### src/ssm_pkg.sv
package ssm_pkg;

  localparam int DATA_W = 16;
  localparam int CH_W   = 3;
  localparam int NUM_W  = 32;
  localparam int DEN_W  = 17;

  typedef struct packed {
    logic cap;
    logic mul;
    logic start;
  } ssm_ctrl_t;

  typedef struct packed {
    logic [DATA_W-1:0] y_min;
    logic [DATA_W-1:0] y_max;
    logic [DEN_W-1:0]  dmag;
    logic              dneg;
    logic [DATA_W-1:0] off;
  } ssm_lane_cfg_t;

endpackage

### src/ssm_div.sv
module ssm_div #(
  parameter int NUM_W = 32,
  parameter int DEN_W = 17,
  parameter int Q_W   = 16
) (
  input  logic             clk_i,
  input  logic             rst_ni,
  input  logic             start_i,
  input  logic [NUM_W-1:0] num_i,
  input  logic [DEN_W-1:0] den_i,
  input  logic             neg_i,
  output logic             busy_o,
  output logic [Q_W-1:0]   quot_o
);

  localparam int CNT_W = $clog2(NUM_W + 1);

  logic [CNT_W-1:0] cnt_q, cnt_d;
  logic [NUM_W-1:0] acc_q;
  logic [DEN_W-1:0] rem_q, den_q;
  logic             neg_q, zero_q;
  logic [DEN_W:0]   trial, diff;
  logic             fits;
  logic [Q_W-1:0]   qraw;

  assign trial = {rem_q, acc_q[NUM_W-1]};
  assign diff  = trial - {1'b0, den_q};
  assign fits  = trial >= {1'b0, den_q};

  always_comb begin
    cnt_d = cnt_q;
    if (start_i) begin
      cnt_d = CNT_W'(NUM_W);
    end else if (cnt_q != '0) begin
      cnt_d = cnt_q - CNT_W'(1);
    end
  end

  always_ff @(posedge clk_i or negedge rst_ni) begin
    if (!rst_ni) begin
      cnt_q <= '0;
    end else begin
      cnt_q <= cnt_d;
    end
  end

  always_ff @(posedge clk_i) begin
    if (start_i) begin
      acc_q  <= num_i;
      rem_q  <= '0;
      den_q  <= den_i;
      neg_q  <= neg_i;
      zero_q <= (den_i == '0);
    end else if (cnt_q != '0) begin
      rem_q <= fits ? diff[DEN_W-1:0] : trial[DEN_W-1:0];
      acc_q <= {acc_q[NUM_W-2:0], fits};
    end
  end

  assign qraw   = acc_q[Q_W-1:0];
  assign busy_o = (cnt_q != '0);
  assign quot_o = zero_q ? '0 : (neg_q ? Q_W'(~qraw + Q_W'(1)) : qraw);

endmodule

### src/ssm_lane.sv
module ssm_lane import ssm_pkg::*; #(
  parameter int H_VAL = 220
) (
  input  logic              clk_i,
  input  logic              rst_ni,
  input  ssm_ctrl_t         ctrl_i,
  input  ssm_lane_cfg_t     cfg_i,
  input  logic [DATA_W-1:0] value_i,
  output logic              busy_o,
  output logic [DATA_W-1:0] row_o
);

  logic signed [DATA_W-1:0] vin, ymin, ymax, vc_q;
  logic signed [NUM_W-1:0]  prod;
  logic [NUM_W-1:0]         mag_q;
  logic                     nneg_q;
  logic [DATA_W-1:0]        quot;

  assign vin  = $signed(value_i);
  assign ymin = $signed(cfg_i.y_min);
  assign ymax = $signed(cfg_i.y_max);
  assign prod = NUM_W'(vc_q) * NUM_W'(H_VAL);

  // clamp, then scale by the plot height
  always_ff @(posedge clk_i) begin
    if (ctrl_i.cap) begin
      if (vin > ymax) begin
        vc_q <= ymax;
      end else if (vin < ymin) begin
        vc_q <= ymin;
      end else begin
        vc_q <= vin;
      end
    end
    if (ctrl_i.mul) begin
      nneg_q <= prod[NUM_W-1];
      mag_q  <= prod[NUM_W-1] ? NUM_W'(-prod) : NUM_W'(prod);
    end
  end

  ssm_div #(.NUM_W(NUM_W), .DEN_W(DEN_W), .Q_W(DATA_W)) u_div (
    .clk_i  (clk_i),
    .rst_ni (rst_ni),
    .start_i(ctrl_i.start),
    .num_i  (mag_q),
    .den_i  (cfg_i.dmag),
    .neg_i  (nneg_q ^ cfg_i.dneg),
    .busy_o (busy_o),
    .quot_o (quot)
  );

  assign row_o = DATA_W'(H_VAL) - quot + cfg_i.off;

endmodule

### src/ssm_col.sv
module ssm_col import ssm_pkg::*; #(
  parameter int PLOT_WIDTH  = 320,
  parameter int LEFT_MARGIN = 30
) (
  input  logic              clk_i,
  input  logic              rst_ni,
  input  ssm_ctrl_t         ctrl_i,
  input  logic [DATA_W-1:0] time_i,
  input  logic [DATA_W-1:0] wrap_cnt_i,
  input  logic [DATA_W-1:0] trange_i,
  output logic              busy_o,
  output logic [DATA_W-1:0] col_o
);

  localparam int SPAN = PLOT_WIDTH - LEFT_MARGIN;

  logic [DATA_W-1:0] base, rel_q, quot;
  logic [NUM_W-1:0]  prod_q;

  assign base = DATA_W'(wrap_cnt_i * trange_i);

  always_ff @(posedge clk_i) begin
    if (ctrl_i.cap) begin
      rel_q <= time_i - base;
    end
    if (ctrl_i.mul) begin
      prod_q <= NUM_W'(NUM_W'(rel_q) * NUM_W'(SPAN));
    end
  end

  ssm_div #(.NUM_W(NUM_W), .DEN_W(DEN_W), .Q_W(DATA_W)) u_div (
    .clk_i  (clk_i),
    .rst_ni (rst_ni),
    .start_i(ctrl_i.start),
    .num_i  (prod_q),
    .den_i  ({1'b0, trange_i}),
    .neg_i  (1'b0),
    .busy_o (busy_o),
    .quot_o (quot)
  );

  assign col_o = quot + DATA_W'(LEFT_MARGIN);

endmodule

### src/scope_trace_segment_mapper.sv
// Maps one timestamped sample of up to five channel values onto a pixel plot and
// returns one line segment per active channel, in channel order, each running from
// the channel's previous point to its new point; a sample whose column passes the
// plot width flags its segments wrapped and restarts the trace at the left margin.
// A sample is captured, multiplied and divided, and then its segments are handed out
// one per accepted handshake: every channel has its own scaling lane, and the column
// and the shared row offset have their own units, all using a one-bit-per-cycle
// 32-step divider that runs in parallel with the others. A new sample is taken
// once the last segment of the previous one has been handed over. Registers sit on an
// APB port at byte offsets 0x0 time_range, 0x4 y_min, 0x8 y_max, 0xC channel_count and
// must be written only while the block is idle.
module scope_trace_segment_mapper import ssm_pkg::*; #(
  parameter int PLOT_WIDTH    = 320,
  parameter int PLOT_HEIGHT   = 240,
  parameter int LEFT_MARGIN   = 30,
  parameter int BOTTOM_MARGIN = 20,
  parameter int MAX_CHANNELS  = 5
) (
  input  logic              clk_i,
  input  logic              rst_ni,
  input  logic              psel,
  input  logic              penable,
  input  logic              pwrite,
  input  logic [3:0]        paddr,
  input  logic [31:0]       pwdata,
  output logic [31:0]       prdata,
  output logic              pready,
  input  logic              in_valid_i,
  output logic              in_ready_o,
  input  logic [DATA_W-1:0] sample_time_i,
  input  logic [DATA_W-1:0] value_0_i,
  input  logic [DATA_W-1:0] value_1_i,
  input  logic [DATA_W-1:0] value_2_i,
  input  logic [DATA_W-1:0] value_3_i,
  input  logic [DATA_W-1:0] value_4_i,
  output logic              out_valid_o,
  input  logic              out_ready_i,
  output logic [DATA_W-1:0] x_start_o,
  output logic [DATA_W-1:0] y_start_o,
  output logic [DATA_W-1:0] x_end_o,
  output logic [DATA_W-1:0] y_end_o,
  output logic [CH_W-1:0]   channel_o,
  output logic              wrapped_o,
  output logic              last_o
);

  localparam int H_VAL = PLOT_HEIGHT - BOTTOM_MARGIN;
  localparam int IDX_W = (MAX_CHANNELS > 1) ? $clog2(MAX_CHANNELS) : 1;

  typedef enum logic [1:0] {
    REG_TIME_RANGE,
    REG_Y_MIN,
    REG_Y_MAX,
    REG_CHANNEL_COUNT
  } reg_e;

  typedef enum logic [2:0] {
    S_IDLE,
    S_MUL,
    S_START,
    S_DIV,
    S_EMIT
  } state_e;

  state_e            state_q;
  logic [DATA_W-1:0] trange_q, ymin_q, ymax_q;
  logic [CH_W-1:0]   ccount_q, n_now, n_q;
  logic [IDX_W-1:0]  idx_q;
  logic [DATA_W-1:0] prev_col_q, wrap_cnt_q, xs_q, col_q;
  logic              wrap_q;
  logic [DATA_W-1:0] prev_rows_q [MAX_CHANNELS];
  logic [DATA_W-1:0] new_rows_q [MAX_CHANNELS];
  logic [DATA_W-1:0] lane_row [MAX_CHANNELS];
  logic [MAX_CHANNELS-1:0] lane_busy;
  logic [DATA_W-1:0] val [5];

  logic              cfg_wr, in_acc, out_acc, all_idle, col_busy, off_busy, col_wrap;
  logic [DATA_W-1:0] col, off;
  logic [DEN_W-1:0]  dfull;
  logic signed [NUM_W-1:0] oprod;
  logic [NUM_W-1:0]  omag_q;
  logic              oneg_q;
  ssm_ctrl_t         ctrl;
  ssm_lane_cfg_t     lcfg;

  // configuration port
  assign pready = 1'b1;
  assign cfg_wr = psel & penable & pwrite & pready;

  always_ff @(posedge clk_i or negedge rst_ni) begin
    if (!rst_ni) begin
      trange_q <= 16'd1000;
      ymin_q   <= 16'hff9c;
      ymax_q   <= 16'd100;
      ccount_q <= 3'd1;
    end else if (cfg_wr) begin
      case (reg_e'(paddr[3:2]))
        REG_TIME_RANGE:    trange_q <= pwdata[DATA_W-1:0];
        REG_Y_MIN:         ymin_q   <= pwdata[DATA_W-1:0];
        REG_Y_MAX:         ymax_q   <= pwdata[DATA_W-1:0];
        REG_CHANNEL_COUNT: ccount_q <= pwdata[CH_W-1:0];
        default: ;
      endcase
    end
  end

  always_comb begin
    case (reg_e'(paddr[3:2]))
      REG_TIME_RANGE:    prdata = 32'(trange_q);
      REG_Y_MIN:         prdata = {{16{ymin_q[15]}}, ymin_q};
      REG_Y_MAX:         prdata = {{16{ymax_q[15]}}, ymax_q};
      REG_CHANNEL_COUNT: prdata = 32'(ccount_q);
      default:           prdata = '0;
    endcase
  end

  // handshake and lane control
  assign in_ready_o  = (state_q == S_IDLE);
  assign in_acc      = in_valid_i & in_ready_o;
  assign out_valid_o = (state_q == S_EMIT);
  assign out_acc     = out_valid_o & out_ready_i;
  assign ctrl.cap    = in_acc;
  assign ctrl.mul    = (state_q == S_MUL);
  assign ctrl.start  = (state_q == S_START);
  assign all_idle    = !(|lane_busy) && !col_busy && !off_busy;

  assign n_now = (ccount_q > CH_W'(MAX_CHANNELS)) ? CH_W'(MAX_CHANNELS) : ccount_q;

  assign dfull = {ymax_q[15], ymax_q} - {ymin_q[15], ymin_q};
  assign oprod = NUM_W'($signed(ymin_q)) * NUM_W'(H_VAL);

  always_ff @(posedge clk_i) begin
    if (ctrl.mul) begin
      oneg_q <= oprod[NUM_W-1];
      omag_q <= oprod[NUM_W-1] ? NUM_W'(-oprod) : NUM_W'(oprod);
    end
  end

  ssm_div #(.NUM_W(NUM_W), .DEN_W(DEN_W), .Q_W(DATA_W)) u_off_div (
    .clk_i  (clk_i),
    .rst_ni (rst_ni),
    .start_i(ctrl.start),
    .num_i  (omag_q),
    .den_i  (dfull[DEN_W-1] ? DEN_W'(~dfull + DEN_W'(1)) : dfull),
    .neg_i  (oneg_q ^ dfull[DEN_W-1]),
    .busy_o (off_busy),
    .quot_o (off)
  );

  assign lcfg.y_min = ymin_q;
  assign lcfg.y_max = ymax_q;
  assign lcfg.dmag  = dfull[DEN_W-1] ? DEN_W'(~dfull + DEN_W'(1)) : dfull;
  assign lcfg.dneg  = dfull[DEN_W-1];
  assign lcfg.off   = off;

  assign val[0] = value_0_i;
  assign val[1] = value_1_i;
  assign val[2] = value_2_i;
  assign val[3] = value_3_i;
  assign val[4] = value_4_i;

  for (genvar g = 0; g < MAX_CHANNELS; g++) begin : g_lane
    ssm_lane #(.H_VAL(H_VAL)) u_lane (
      .clk_i  (clk_i),
      .rst_ni (rst_ni),
      .ctrl_i (ctrl),
      .cfg_i  (lcfg),
      .value_i(val[g]),
      .busy_o (lane_busy[g]),
      .row_o  (lane_row[g])
    );
  end

  ssm_col #(.PLOT_WIDTH(PLOT_WIDTH), .LEFT_MARGIN(LEFT_MARGIN)) u_col (
    .clk_i     (clk_i),
    .rst_ni    (rst_ni),
    .ctrl_i    (ctrl),
    .time_i    (sample_time_i),
    .wrap_cnt_i(wrap_cnt_q),
    .trange_i  (trange_q),
    .busy_o    (col_busy),
    .col_o     (col)
  );

  assign col_wrap = (col > DATA_W'(PLOT_WIDTH));

  // sequencer and segment merge
  always_ff @(posedge clk_i or negedge rst_ni) begin
    if (!rst_ni) begin
      state_q    <= S_IDLE;
      n_q        <= '0;
      idx_q      <= '0;
      prev_col_q <= DATA_W'(LEFT_MARGIN);
      wrap_cnt_q <= '0;
      for (int i = 0; i < MAX_CHANNELS; i++) begin
        prev_rows_q[i] <= '0;
      end
    end else begin
      case (state_q)
        S_IDLE: begin
          if (in_acc) begin
            n_q     <= n_now;
            state_q <= S_MUL;
          end
        end
        S_MUL: begin
          state_q <= S_START;
        end
        S_START: begin
          state_q <= S_DIV;
        end
        S_DIV: begin
          if (all_idle) begin
            idx_q <= '0;
            if (col_wrap) begin
              wrap_cnt_q <= wrap_cnt_q + DATA_W'(1);
              prev_col_q <= DATA_W'(LEFT_MARGIN);
            end else begin
              prev_col_q <= col;
            end
            state_q <= (n_q == '0) ? S_IDLE : S_EMIT;
          end
        end
        S_EMIT: begin
          if (out_acc) begin
            if (last_o) begin
              for (int i = 0; i < MAX_CHANNELS; i++) begin
                if (CH_W'(i) < n_q) begin
                  prev_rows_q[i] <= new_rows_q[i];
                end
              end
              state_q <= S_IDLE;
            end else begin
              idx_q <= idx_q + IDX_W'(1);
            end
          end
        end
        default: state_q <= S_IDLE;
      endcase
    end
  end

  always_ff @(posedge clk_i) begin
    if (state_q == S_DIV && all_idle) begin
      xs_q   <= prev_col_q;
      col_q  <= col;
      wrap_q <= col_wrap;
      for (int i = 0; i < MAX_CHANNELS; i++) begin
        new_rows_q[i] <= lane_row[i];
      end
    end
  end

  assign x_start_o = xs_q;
  assign y_start_o = prev_rows_q[idx_q];
  assign x_end_o   = col_q;
  assign y_end_o   = new_rows_q[idx_q];
  assign channel_o = CH_W'(idx_q);
  assign wrapped_o = wrap_q;
  assign last_o    = (CH_W'(idx_q) == n_q - CH_W'(1));

  a_no_overlap: assert property (@(posedge clk_i) disable iff (!rst_ni)
    out_valid_o |-> !in_ready_o)
    else $error("request offered while segments pending");

  a_idx_range: assert property (@(posedge clk_i) disable iff (!rst_ni)
    out_valid_o |-> (CH_W'(idx_q) < n_q))
    else $error("segment index beyond channel count");

  a_last_frees: assert property (@(posedge clk_i) disable iff (!rst_ni)
    (out_acc && last_o) |=> in_ready_o)
    else $error("block not ready after final segment");

  a_div_runs: assert property (@(posedge clk_i) disable iff (!rst_ni)
    ctrl.start |=> !all_idle)
    else $error("dividers did not start");

endmodule

### config.mk
export PLATFORM = sky130hd
export DESIGN_NAME = scope_trace_segment_mapper
export DESIGN_NICKNAME = d
export VERILOG_FILES = /design/src/ssm_pkg.sv /design/src/ssm_div.sv /design/src/ssm_lane.sv /design/src/ssm_col.sv /design/src/scope_trace_segment_mapper.sv
export SDC_FILE = /design/constraint.sdc
export NUM_CORES = 2
export LEC_CHECK = 0
export BUFFER_PORTS_ARGS = -buffer_cell sky130_fd_sc_hd__clkbuf_2
export CAP_MARGIN = 10
export CORE_MARGIN = 4
export CORE_UTILIZATION = 31
export DETAILED_ROUTE_END_ITERATION = 8
export HOLD_SLACK_MARGIN = 0.06
export PLACE_DENSITY = 0.5
export SETUP_SLACK_MARGIN = 0.15
export SLEW_MARGIN = 25
export SYNTH_ARGS = -nofsm -noshare
export SYNTH_HDL_FRONTEND = slang
export SYNTH_HIERARCHICAL = 1
export SYNTH_SLANG_ARGS = --single-unit
### constraint.sdc
create_clock -name clk_i -period 50.2 [get_ports clk_i]
set_input_delay 12.55 -clock clk_i [delete_from_list [all_inputs] [get_ports clk_i]]
set_output_delay 12.55 -clock clk_i [all_outputs]
set_load 0.02 [all_outputs]
==> flow_summary.ini <==
[timing]
slew_headroom_pct = 23.4
max_freq_mhz = 37.0
worst_slew_pin_slew_ns = 1.14
fin_skew_ns = 0.0464
hold_viol = 0
fin_crit_sh_pct = 53.8
setup_viol_count_final = 0
tns_ns = 0
rsz0062_at_grt = no
slew_violations = 0
period_minus_slack_ns = 26.99

[critical_path]
critPathLaunchType = primary input
r2r_cells = 17
critPathKind = primary input to output port
cp-end-kind = output port
crit_arrival_ns = 14.44
crit_fanout = 22
rr_startpoint = ymin_q[9]
r2r-end = omag_q[13]
rrSetupSlack_ns = 43.96
required_ns = 37.65

[synth]
syn_area_sq_mm = 0.0888
synth_warnings = 6
synthDistinctLibCells = 130
ys_seq_area_share_pct = 35.0
synthArstFlopShare_pct = 19.3
synth_edf_count = 776
ys_ff_latch = 1109
syn_inst = 8862
synth_flop_cell = edfxtp_1
synth.avg_cell_area_sq_um = 10.0

[placement]
place.gp.congestion = 0.860
dp_cells = 12773
portBuffers = 223
hpwl_um = 193000

[layout]
area_delta_synth_final_pct = 11.9
fin_cells = 13038
layout-drive-gt1-share_pct = 12.6
final.fill_count = 28789
layout.nets = 10504

[outcome]
outcome = finished clean

[run]
cap_violations = 0

[clock_network]
postCtsSetupRepairBufs = 0
clk_latency_ns = 0.80
cts-root-buf = clkbuf_16
hold_buffers = 0
cts.clk_slew.worst_paths_ns = 0.05
cts_max_level = 4
clock_path_buffers = 3
cts_tree = done
cts_sinks = 1109
cts_made_buffers = 138
cts_resized = 0

[floorplan]
die_area_sq_mm = 0.295
die_w_um = 543
core_area_sq_mm = 0.285
chipHeight_um = 543
num_rows = 196
initial_core_util_pct = 31.1
io_pins = 243

[route]
firstDrtPassIters = 6
wl_um = 253000
drt.antenna.violating_nets = 0
vias = 64775
drt_iter0_markers = 4682
drc = 0
vias_per_cell = 4.97
wl_per_cell_um = 19.4

[grt]
grt.total_usage_pct = 16.9
antenna_found_initial = 37
grt_pass1_wl_um = 389000
grt-ovfl-total = 0
grt_max_degree = 155
first_global_vias = 64505

[worst_hold_path]
hp-start = prev_col_q[13]
worstHoldPathCells = 0
hold_class = flip-flop to flip-flop
min_to = x_start_o[13]
-- how the worst max path moves through the flow --
stage,endpoint,cells after the start,startpoint
finish,prdata[15],6,paddr[2]
global route,prdata[15],6,paddr[2]
CTS,prdata[15],6,paddr[2]
detailed placement,prdata[15],6,paddr[2]
global placement,prdata[15],6,paddr[2]
floorplan,prdata[11],4,paddr[2]
-- layer usage --
metal	wire, um	up-vias	global-route usage (%)
li1	-	31510	-
met1	120000	31430	23.9
met2	114000	1515	26.9
met3	13200	320	2.50
met4	6250	0	4.76
met5	0	-	0
-- worst max-delay path: stages --
cell and delay, ns:
clkbuf_2 0.35, nor2b_1 0.74, nand2_1 0.13, nand2_1 0.37
a21o_1 0.14, clkbuf_2 0.16
-- cells in the final DEF, fill, tap and decap left out, types with 66 or more instances in the layout --
cell       Yosys  layout
a31oi_1       73      73
dfxtp_1      119     119
o31ai_1      107     107
mux2i_1      170     167
inv_1       1335    1333
o21ai_0      348     347
and2_1       104     103
nand3_1      164     164
a21o_1       143     143
nand4_1       87      87
nor2_1       594     590
buf_4         26     100
a21oi_1      406     405
clkbuf_2       3     222
nor3_1       135     135
clkbuf_16      0     144
mux2_2       342     342
dfrtp_1      188     183
nand2_1      539     538
fa_1         323     323
ha_1         891     891
nand2b_1      80      80
xor2_1       279     279
conb_1         8      66
edfxtp_1     776     776
xnor2_1      382     379
-- final cells by class --
type | count | area, sq um | share of cell area (%)
Timing Repair Buffer | 325 | 1910 | 1.92
Multi-Input combinational cell | 6239 | 52000 | 52.3
Sequential cell | 1109 | 31100 | 31.3
Tap cell | 3762 | 4710 | 4.74
Inverter | 1338 | 5030 | 5.06
Clock buffer | 176 | 3760 | 3.79
Antenna cell | 12 | 30.0 | 0.0302
Clock inverter | 77 | 868 | 0.874
-- kinds of logic after synthesis --
family          Yosys count  synth area share [%]
fa+ha+maj              1214                  19.8
compound gates         1663                  12.7
other cells               8                0.0338
flops                  1109                  35.0
simple gates           2068                  11.6
buf+inv                1572                  6.95
mux                     559                  7.29
xor+xnor                669                  6.69
-- stage by stage --
stage	setup slack, ns	hold WS [ns]	utilization, %	instance area, sq um
CTS	23.22	0.437	34.8	99300
global placement	23.23	0.428	33.2	94600
finish	23.21	0.441	34.8	99400
detailed placement	23.22	0.424	33.2	94700
global route	22.98	0.455	34.8	99300
floorplan	23.66	0.417	-	89000
-- cell usage after synthesis (all sizes together), types with 81 or more instances --
cell type	n	share of area (%)
a211oi	81	0.84
a21o	144	1.2
a21oi	413	2.4
and2	105	0.74
buf	90	0.68
clkbuf	144	0.61
dfrtp	188	5.3
dfxtp	119	2.7
edfxtp	776	26
fa	323	7.3
ha	891	13
inv	1338	5.7
mux2	354	4.5
mux2i	170	1.9
nand2	542	2.3
nand3	166	0.96
nand4	88	0.63
nor2	595	2.5
nor3	138	0.79
o21ai	389	2.2
o31ai	114	1.0
xnor2	387	3.9
xor2	279	2.8
-- state kept, by name (all words and copies together), names as in the netlist, 17 cells and up --
register / count
g_lane.u_lane/u_div/acc_q: 160
g_lane.u_lane/mag_q: 150
g_lane.u_lane/u_div/den_q: 85
g_lane.u_lane/u_div/rem_q: 85
g_lane.u_lane/vc_q: 80
new_rows_q: 80
prev_rows_q: 80
u_col/u_div/acc_q: 32
u_off_div/acc_q: 32
g_lane.u_lane/u_div/cnt_q: 30
omag_q: 30
u_col/prod_q: 24
u_col/u_div/den_q: 17
u_col/u_div/rem_q: 17
u_off_div/den_q: 17
u_off_div/rem_q: 17
Power is not shown: default switching activity piles up to over one toggle a cycle in this logic, so the estimate is an artifact.
